===== src/sv/geq_pkg.sv =====
// ----------------------------------------------------------------------------
// geq_pkg: gamepad event queue shared types and constants
// Request structs, configuration indexes, reset values and stick helpers.
// ----------------------------------------------------------------------------
package geq_pkg;

    localparam int Players    = 4;
    localparam int Slots      = 8;
    localparam int PlayerBits = $clog2(Players);
    localparam int SlotBits   = $clog2(Slots);
    localparam int HistDepth  = Players * Slots;
    localparam int HistAddrW  = $clog2(HistDepth);
    localparam int StickDepth = 2 * Players;
    localparam int StickAddrW = $clog2(StickDepth);
    localparam int HistW      = 64;
    localparam int StickW     = 64;

    localparam logic [14:0] ThresholdReset = 15'h7332;
    localparam logic [15:0] DelayReset     = 16'h00fa;
    localparam logic [15:0] AxisMax        = 16'h7fff;
    localparam logic [15:0] AxisMin        = 16'h8000;

    typedef enum logic [1:0] {
        FUNC_DISPATCH = 2'd0,
        FUNC_FETCH    = 2'd1,
        FUNC_FLUSH    = 2'd2,
        FUNC_NONE     = 2'd3
    } t_func;

    typedef enum logic [1:0] {
        CFG_SUPPRESSED = 2'd0,
        CFG_ENABLED    = 2'd1,
        CFG_THRESHOLD  = 2'd2,
        CFG_DELAY      = 2'd3
    } t_cfg_idx;

    typedef enum logic [3:0] {
        ST_IDLE,
        ST_CLEAR,
        ST_STICK_RD,
        ST_STICK_EV,
        ST_SHIFT_RD,
        ST_SHIFT_WR,
        ST_SHIFT_LAST,
        ST_FETCH_RD,
        ST_FETCH_EV,
        ST_FLUSH,
        ST_DONE
    } t_state;

    typedef struct packed {
        logic [1:0]         func;
        logic [2:0]         player;
        logic [15:0]        event_kind;
        logic signed [15:0] data_x;
        logic signed [15:0] data_y;
        logic [31:0]        now_ms;
    } t_req;

    typedef struct packed {
        logic               found;
        logic               recorded;
        logic [15:0]        out_kind;
        logic [1:0]         out_player;
        logic signed [15:0] out_x;
        logic signed [15:0] out_y;
        logic [31:0]        last_event_ms;
    } t_rsp;

    // absolute value of a 16-bit axis, 17 bits so that -32768 gives 32768
    function automatic logic [16:0] axis_mag(input logic [15:0] v);
        logic [16:0] s;
        s = {v[15], v};
        return v[15] ? (17'd0 - s) : s;
    endfunction

    function automatic logic axis_pushed(input logic [15:0] v, input logic [14:0] thr);
        return axis_mag(v) >= {2'b00, thr};
    endfunction

endpackage


===== src/sv/geq_ram.sv =====
// ----------------------------------------------------------------------------
// geq_ram: generic single-port RAM
// One access per cycle, registered read data; a write also reads the old word.
// ----------------------------------------------------------------------------
module geq_ram #(
    parameter int Width = 64,
    parameter int Depth = 32
) (
    input  logic                     i_clk,
    input  logic                     i_we,
    input  logic [$clog2(Depth)-1:0] i_addr,
    input  logic [Width-1:0]         i_wdata,
    output logic [Width-1:0]         o_rdata
);
    logic [Width-1:0] r_mem [Depth];

    always_ff @(posedge i_clk) begin
        if (i_we) begin
            r_mem[i_addr] <= i_wdata;
        end
        o_rdata <= r_mem[i_addr];
    end
endmodule


===== src/sv/gamepad_event_queue_autorepeat_core.sv =====
// ----------------------------------------------------------------------------
// gamepad_event_queue_autorepeat_core
// Per-player event history with stick threshold filtering and auto-repeat.
// ----------------------------------------------------------------------------
//  channel | signals                          | direction
//  request | i_req_valid, o_req_stall, i_req  | in
//  result  | o_rsp_valid, i_rsp_stall, o_rsp  | out
//  config  | i_cfg_we, i_cfg_idx, i_cfg_data  | in
//
//  One request at a time. Every history access goes through the single
//  history RAM port: a stick dispatch first reads and rewrites its stick
//  RAM word, a dispatch walks the shift (a read and a write per slot) and
//  writes the new entry, fetch reads slots newest first and flush clears
//  each history entry in turn; DONE then loads the result. After reset a
//  clearing pass zeroes both RAMs before the first request is taken. The
//  result sits in an output register; the next request is taken as it waits.
// ----------------------------------------------------------------------------
module gamepad_event_queue_autorepeat_core (
    input  logic            i_clk,
    input  logic            i_rst_n,
    input  logic            i_req_valid,
    output logic            o_req_stall,
    input  geq_pkg::t_req   i_req,
    output logic            o_rsp_valid,
    input  logic            i_rsp_stall,
    output geq_pkg::t_rsp   o_rsp,
    input  logic            i_cfg_we,
    input  logic [1:0]      i_cfg_idx,
    input  logic [15:0]     i_cfg_data
);
    import geq_pkg::*;

    // configuration
    logic        r_suppressed, r_enabled;
    logic [14:0] r_thr;
    logic [15:0] r_delay;

    always_ff @(posedge i_clk) begin
        if (!i_rst_n) begin
            r_suppressed <= 1'b0;
            r_enabled    <= 1'b1;
            r_thr        <= ThresholdReset;
            r_delay      <= DelayReset;
        end else if (i_cfg_we) begin
            unique case (t_cfg_idx'(i_cfg_idx))
                CFG_SUPPRESSED: r_suppressed <= i_cfg_data[0];
                CFG_ENABLED:    r_enabled    <= i_cfg_data[0];
                CFG_THRESHOLD:  r_thr        <= i_cfg_data[14:0];
                CFG_DELAY:      r_delay      <= i_cfg_data;
                default: ;
            endcase
        end
    end

    // state
    t_state r_st, n_st;
    t_req   r_req;
    logic [HistAddrW-1:0]  r_cnt;       // clear / flush sweep
    logic [SlotBits-1:0]   r_slot;      // slot walk
    logic [PlayerBits-1:0] r_pl;        // player under work
    logic                  r_any;       // any-player fetch
    logic [31:0]           r_last;
    logic                  r_found, r_rec;
    logic [HistW-1:0]      r_ev;        // entry being written / fetched
    logic                  r_out_v;
    t_rsp                  r_out;

    // RAM ports
    logic                  h_we, s_we;
    logic [HistAddrW-1:0]  h_addr;
    logic [StickAddrW-1:0] s_addr;
    logic [HistW-1:0]      h_wdata, h_rdata;
    logic [StickW-1:0]     s_wdata, s_rdata;

    geq_ram #(.Width(HistW), .Depth(HistDepth)) u_hist (
        .i_clk(i_clk), .i_we(h_we), .i_addr(h_addr), .i_wdata(h_wdata), .o_rdata(h_rdata));
    geq_ram #(.Width(StickW), .Depth(StickDepth)) u_stick (
        .i_clk(i_clk), .i_we(s_we), .i_addr(s_addr), .i_wdata(s_wdata), .o_rdata(s_rdata));

    logic take;
    assign o_req_stall = (r_st != ST_IDLE);
    assign take        = i_req_valid && !o_req_stall;

    // stick decision, from the stick RAM word {stamp, prev_y, prev_x}
    logic        st_px, st_py, st_rec;
    logic [15:0] st_x, st_y, prev_x, prev_y;
    logic [31:0] st_stamp, st_age;
    always_comb begin
        prev_x   = s_rdata[15:0];
        prev_y   = s_rdata[31:16];
        st_stamp = s_rdata[63:32];
        st_age   = r_req.now_ms - st_stamp;
        st_px    = axis_pushed(r_req.data_x, r_thr);
        st_py    = axis_pushed(r_req.data_y, r_thr);
        priority if (!st_px && !st_py)                     st_rec = 1'b0;
        else if (st_px && !axis_pushed(prev_x, r_thr))     st_rec = 1'b1;
        else if (st_py && !axis_pushed(prev_y, r_thr))     st_rec = 1'b1;
        else                                               st_rec = st_age >= {16'd0, r_delay};
        st_x = (st_rec && st_px) ? (r_req.data_x[15] ? AxisMin : AxisMax) : r_req.data_x;
        st_y = (st_rec && st_py) ? (r_req.data_y[15] ? AxisMin : AxisMax) : r_req.data_y;
    end

    // next state
    always_comb begin
        n_st = r_st;
        unique case (r_st)
            ST_CLEAR: if (r_cnt == HistAddrW'(HistDepth - 1)) n_st = ST_IDLE;
            ST_IDLE: begin
                if (take) begin
                    unique case (t_func'(i_req.func))
                        FUNC_DISPATCH: begin
                            if (r_suppressed || i_req.player >= 3'(Players)) n_st = ST_DONE;
                            else if (i_req.event_kind == 16'd1 || i_req.event_kind == 16'd2)
                                n_st = ST_STICK_RD;
                            else n_st = ST_SHIFT_RD;
                        end
                        FUNC_FETCH: n_st = r_enabled ? ST_FETCH_RD : ST_DONE;
                        FUNC_FLUSH: n_st = ST_FLUSH;
                        default:    n_st = ST_DONE;
                    endcase
                end
            end
            ST_STICK_RD: n_st = ST_STICK_EV;
            ST_STICK_EV: n_st = st_rec ? ST_SHIFT_RD : ST_DONE;
            ST_SHIFT_RD: n_st = ST_SHIFT_WR;
            // last move copies slot Slots-1 down; the new entry then lands in slot Slots-1
            ST_SHIFT_WR: n_st = (r_slot == SlotBits'(Slots - 2)) ? ST_SHIFT_LAST : ST_SHIFT_RD;
            ST_SHIFT_LAST: n_st = ST_DONE;
            ST_FETCH_RD: n_st = ST_FETCH_EV;
            ST_FETCH_EV: begin
                if (h_rdata[15:0] != 16'd0) n_st = ST_DONE;
                else if (r_slot != '0) n_st = ST_FETCH_RD;
                else if (r_any && r_pl != PlayerBits'(Players - 1)) n_st = ST_FETCH_RD;
                else n_st = ST_DONE;
            end
            ST_FLUSH: if (r_cnt == HistAddrW'(HistDepth - 1)) n_st = ST_DONE;
            ST_DONE: if (!r_out_v || !i_rsp_stall) n_st = ST_IDLE;
            default: n_st = ST_IDLE;
        endcase
    end

    // RAM control
    logic [HistAddrW-1:0] cur_addr;
    assign cur_addr = HistAddrW'({r_pl, r_slot});
    always_comb begin
        h_we = 1'b0; h_addr = cur_addr; h_wdata = '0;
        s_we = 1'b0; s_addr = StickAddrW'({~(r_req.event_kind == 16'd1), r_pl});
        s_wdata = '0;
        unique case (r_st)
            ST_CLEAR: begin
                h_we = 1'b1; h_addr = r_cnt;
                s_we = 1'b1; s_addr = r_cnt[StickAddrW-1:0];
            end
            ST_FLUSH: begin h_we = 1'b1; h_addr = r_cnt; end
            ST_STICK_EV: begin
                s_we    = 1'b1;
                s_wdata = {st_rec ? r_req.now_ms : st_stamp, st_y, st_x};
            end
            ST_SHIFT_RD: h_addr = HistAddrW'({r_pl, SlotBits'(r_slot + 1'b1)});
            ST_SHIFT_WR: begin h_we = 1'b1; h_wdata = h_rdata; end
            ST_SHIFT_LAST: begin h_we = 1'b1; h_wdata = r_ev; end
            ST_FETCH_EV: begin
                h_we    = (h_rdata[15:0] != 16'd0);
                h_wdata = {h_rdata[63:16], 16'd0};
            end
            default: ;
        endcase
    end

    always_ff @(posedge i_clk) begin
        if (!i_rst_n) begin
            r_st    <= ST_CLEAR;
            r_cnt   <= '0;
            r_out_v <= 1'b0;
            r_last  <= '0;
        end else begin
            r_st <= n_st;
            unique case (r_st)
                ST_CLEAR, ST_FLUSH: r_cnt <= r_cnt + 1'b1;
                ST_IDLE: begin
                    r_cnt   <= '0;
                    r_req   <= i_req;
                    r_pl    <= (i_req.player >= 3'(Players)) ? '0 : i_req.player[PlayerBits-1:0];
                    r_any   <= (i_req.player >= 3'(Players));
                    r_found <= 1'b0;
                    r_rec   <= 1'b0;
                    r_ev    <= {i_req.data_y, i_req.data_x, 16'(i_req.player), i_req.event_kind};
                    r_slot  <= (i_req.func == FUNC_FETCH) ? SlotBits'(Slots - 1) : '0;
                end
                ST_STICK_EV: r_ev[63:32] <= {st_y, st_x};
                default: ;
            endcase
            if (r_st == ST_SHIFT_WR) r_slot <= r_slot + 1'b1;
            if (r_st == ST_SHIFT_LAST) begin
                r_rec <= 1'b1;
                if (r_req.event_kind != 16'd0) r_last <= r_req.now_ms;
            end
            if (r_st == ST_FETCH_EV) begin
                if (h_rdata[15:0] != 16'd0) begin
                    r_found <= 1'b1;
                    r_ev    <= h_rdata;
                end else if (r_slot != '0) begin
                    r_slot <= r_slot - 1'b1;
                end else begin
                    r_slot <= SlotBits'(Slots - 1);
                    r_pl   <= r_pl + 1'b1;
                end
            end
            if (r_st == ST_DONE && (!r_out_v || !i_rsp_stall)) begin
                r_out_v <= 1'b1;
                r_out   <= '{found: r_found, recorded: r_rec,
                             out_kind: r_found ? r_ev[15:0] : '0,
                             out_player: r_found ? r_ev[17:16] : '0,
                             out_x: r_found ? r_ev[47:32] : '0,
                             out_y: r_found ? r_ev[63:48] : '0,
                             last_event_ms: r_last};
            end else if (r_out_v && !i_rsp_stall) begin
                r_out_v <= 1'b0;
            end
        end
    end

    assign o_rsp_valid = r_out_v;
    assign o_rsp       = r_out;

    // a request is only taken from idle, and a stalled result is held unchanged
    a_stall_busy: assert property (@(posedge i_clk) disable iff (!i_rst_n)
        (r_st != ST_IDLE) |-> o_req_stall) else $error("request taken while busy");
    a_rec_dispatch: assert property (@(posedge i_clk) disable iff (!i_rst_n)
        (o_rsp_valid && o_rsp.recorded) |-> !o_rsp.found) else $error("recorded on fetch");
    a_found_kind: assert property (@(posedge i_clk) disable iff (!i_rst_n)
        (o_rsp_valid && o_rsp.found) |-> (o_rsp.out_kind != 16'd0)) else $error("empty found");
    a_out_hold: assert property (@(posedge i_clk) disable iff (!i_rst_n)
        ($past(o_rsp_valid) && $past(i_rsp_stall)) |-> (o_rsp_valid && $stable(o_rsp)))
        else $error("result lost under stall");
endmodule


===== config.mk =====
export PLATFORM = sky130hd
export DESIGN_NAME = gamepad_event_queue_autorepeat_core
export DESIGN_NICKNAME = d
export VERILOG_FILES = /design/src/sv/geq_pkg.sv /design/src/sv/geq_ram.sv /design/src/sv/gamepad_event_queue_autorepeat_core.sv
export SDC_FILE = /design/constraint.sdc
export NUM_CORES = 2
export LEC_CHECK = 0
export BUFFER_PORTS_ARGS = -buffer_cell sky130_fd_sc_hd__buf_2
export CORE_MARGIN = 4
export CORE_UTILIZATION = 50
export CTS_CLUSTER_DIAMETER = 50
export DETAILED_ROUTE_END_ITERATION = 10
export PLACE_DENSITY_LB_ADDON = 0.05
export SYNTH_ARGS = -nofsm -noshare
export SYNTH_HDL_FRONTEND = slang
export SYNTH_SLANG_ARGS = --single-unit
export TNS_END_PERCENT = 1

===== constraint.sdc =====
create_clock -name i_clk -period 21.8 [get_ports i_clk]
set_input_delay 6.54 -clock i_clk [delete_from_list [all_inputs] [get_ports i_clk]]
set_output_delay 6.54 -clock i_clk [all_outputs]
set_load 0.05 [all_outputs]

==> results.ini <==
[global_route]
gr-total-overflow = 0
globalRouteTotalUtil = 0.286
grt_antenna_before_repair = 26
grt_first_pass_wirelength_um = 438000
grt_pass1_vias = 60867
grt_max_degree = 168

[power_and_ir_drop]
power.net_switching_mw = 2.59
p_clk_frac = 0.431
power.internal_mw = 8.58
pwr-share-comb = 0.080
swShare = 0.232
leakagePower_nw = 40.8
ir_drop_mv = 0.0991
p_seq_frac = 0.488
power.density_mw_per_mm2 = 96.8
p_total_mw = 11.2

[sta]
fin_ws_ns = 11.84
final_max_slew_viol_count = 0
fin_crit_sh = 0.457
fmax_ghz = 0.100
maxSlewHeadroom = 0.142
tns_ns = 0
tightest_slew_ns = 1.27
period_needed_ns = 9.96
finalSetupViolations = 0
rsz0062_at_grt = false
hold_viol = 0
fin_worst_skew_ns = 0.0464
holdWs_ns = 0.427

[floorplanning]
initial_utilization = 0.502
coreArea_mm2 = 0.202
die_area_mm2 = 0.210
die_h_um = 459
num_io_pins = 194
die_x_um = 459
rows = 165

[placement]
dp_slack_ns = 12.76
dp_cells = 9875
portBuffers = 193
place.gp.congestion = 0.894
place.detailed.hpwl_um = 174000

[yosys]
synthMuxAreaShare = 0.0365
synthFlopType = edfxtp_1
synth_top_family_by_area = simple AND/OR/NAND/NOR gates
ys_seq_elements = 2523
ys_seq_area_frac = 0.727
synthSimpleGateAreaFrac = 0.123
syn_area_mm2 = 0.102
synth_warnings = 0
synth_top_area_cell = edfxtp_1
synthXorXnorAreaFrac = 0.00690
ys_top_cells_by_area = edfxtp_1, nand2_1, dfxtp_1
avgSynthCellArea_um2 = 13.9
synthArstFlopShare = 0
syn_nets = 7532
synth.distinct_cells = 75
syn_inst = 7305
yosysTopAreaCellShare = 0.690
synth-compound-area-share = 0.0711
synth_edf_count = 2334
synth_fa_ha_area_frac = 0.0147

[final_layout]
n_fill_cell = 16136
final_cells = 10403
layout.nets = 7728
area_growth_pct = 13.6
drive_above_1_share = 0.136

[worst_setup_path]
critPathArrivalTime_ns = 3.42
cp-end-kind = output pin
crit_path_max_fanout = 55
critPathKind = reg2out
critPathLaunchType = flop
worstPathRequired_ns = 15.26

[hold_path]
worstHoldPathType = reg2reg

[clock_tree]
htree_num_levels = 5
clk_latency_ns = 0.93
clkSlewWorstSetupHoldPaths_ns = 0.05
clock_sinks = 2523
root_buffer = clkbuf_16
cts_buffer_depth = 4
cts_setup_buffers = 0
cts-buffers-inserted = 296
cts.repair.resized = 0
tritoncts = yes
hold_buffers = 0

[drt]
drt_iter0_drc = 7424
drc = 0
vias = 64259
drtAntennaViolNets = 0
wl_um = 307000
via_per_inst = 6.18
firstDrtPassIters = 6
wl_per_cell_um = 29.5

[run_status]
status = completed

[job]
maxCapViolations = 0

==> cell usage in the layout, fill, tap and decap left out, drive strengths merged, types with 105 or more instances in the layout <==
master,Yosys,routed
edfxtp,2334,2334
nand2,1863,1863
clkbuf,352,393
nand3,377,377
buf,101,351
and3,250,250
a311oi,235,235
dfxtp,189,189
a31oi,186,186
mux4,128,128
nor2,126,126
ha,118,118
inv,93,105
==> layer usage <==
metal  vias up  wire length [um]  track usage
met5         -                25            0
met1     32894            125000        0.398
met2      2835            148000        0.468
met4         4             10100       0.0916
li1      27968                 -            -
met3       558             23900       0.0446
==> cell usage after synthesis, types with 6 or more instances <==
| master | n |
|---|---|
| edfxtp_1 | 2334 |
| nand2_1 | 1863 |
| nand3_1 | 377 |
| clkbuf_1 | 351 |
| and3_1 | 250 |
| a311oi_1 | 234 |
| dfxtp_1 | 189 |
| a31oi_1 | 186 |
| mux4_2 | 128 |
| nor2_1 | 125 |
| ha_1 | 118 |
| o21ai_0 | 93 |
| inv_1 | 92 |
| a21oi_1 | 88 |
| a22o_1 | 82 |
| buf_1 | 82 |
| xnor2_1 | 67 |
| mux2_2 | 66 |
| and2_1 | 55 |
| a21boi_0 | 52 |
| o221ai_1 | 46 |
| nand4_1 | 45 |
| nor4_1 | 41 |
| o211ai_1 | 34 |
| a21o_1 | 26 |
| nand2b_1 | 22 |
| nor3_1 | 21 |
| a221o_1 | 18 |
| a221oi_1 | 17 |
| buf_2 | 16 |
| nor2b_1 | 16 |
| o31ai_1 | 16 |
| o21a_1 | 13 |
| xor2_1 | 13 |
| a211oi_1 | 12 |
| or2_2 | 10 |
| or3_1 | 10 |
| o41ai_1 | 9 |
| mux2i_1 | 8 |
| o22ai_1 | 7 |
| or4_1 | 7 |
| nor3b_1 | 6 |
==> per-stage QoR <==
stage / utilization / area (um2)
6_report: 0.571 / 115000
5_1_grt: 0.571 / 115000
4_1_cts: 0.571 / 115000
3_5_place_dp: 0.524 / 106000
3_3_place_gp: 0.524 / 106000
2_1_floorplan: - / 102000
==> kinds of logic (layout without fill, tap and decap cells) <==
logic type	after synthesis	in the layout
compound gates	975	975
fa+ha+maj	119	119
buf+inv	547	959
xor+xnor	80	80
flops	2523	2523
simple gates	2859	2859
mux	202	202
other cells	0	14
==> power groups by stage <==
stage,Sequential [mW],Combinational (mW),Clock [mW]
floorplan,5.50,0.601,0
finish,5.46,0.896,4.82
CTS,5.45,0.899,4.90
global placement,5.55,0.887,0
global route,5.46,0.973,5.10
detailed placement,5.55,0.895,0
==> layout make-up <==
class / instances / area, um2 / area share
multi-input cells: 4235 / 26200 / 0.227
clock inverters: 121 / 1280 / 0.0111
inverters: 94 / 353 / 0.00306
diodes: 14 / 35.0 / 0.000304
repair buffers: 351 / 2220 / 0.0192
clock buffers: 393 / 8150 / 0.0706
well taps: 2672 / 3340 / 0.0290
flip-flops and latches: 2523 / 73900 / 0.640
==> registers in the layout, indices dropped and copies added, names as in the netlist <==
name and cells:
o_rsp 84, o_rsp_valid 1, r_any 1, r_cnt 5, r_delay 16, r_enabled 1
r_ev 50, r_found 1, r_last 32, r_pl 2, r_rec 1, r_req 80
r_slot 3, r_st 4, r_suppressed 1, r_thr 15, u_hist.o_rdata 50, u_hist.r_mem 1600
u_stick.o_rdata 64, u_stick.r_mem 512
==> path summary, 6_finish.rpt <==
check	startpoint	endpoint	slack [ns]	depth (start not counted)
setup / recovery	r_st[1]	o_req_stall	11.84	6
setup reg to reg	r_req[10]	u_stick.r_mem[3][18]	15.00	19
hold / removal	r_last[16]	o_rsp[16]	0.43	0
hold reg to reg	r_last[16]	o_rsp[16]	0.43	0
==> critical path: stages (launching register included) <==
cell,delay (ns)
dfxtp_1,0.43
inv_1,0.24
nand2_1,0.23
nor3_2,0.15
buf_4,0.65
inv_2,0.47
buf_2,0.34
(Power assumes the default switching activity.)
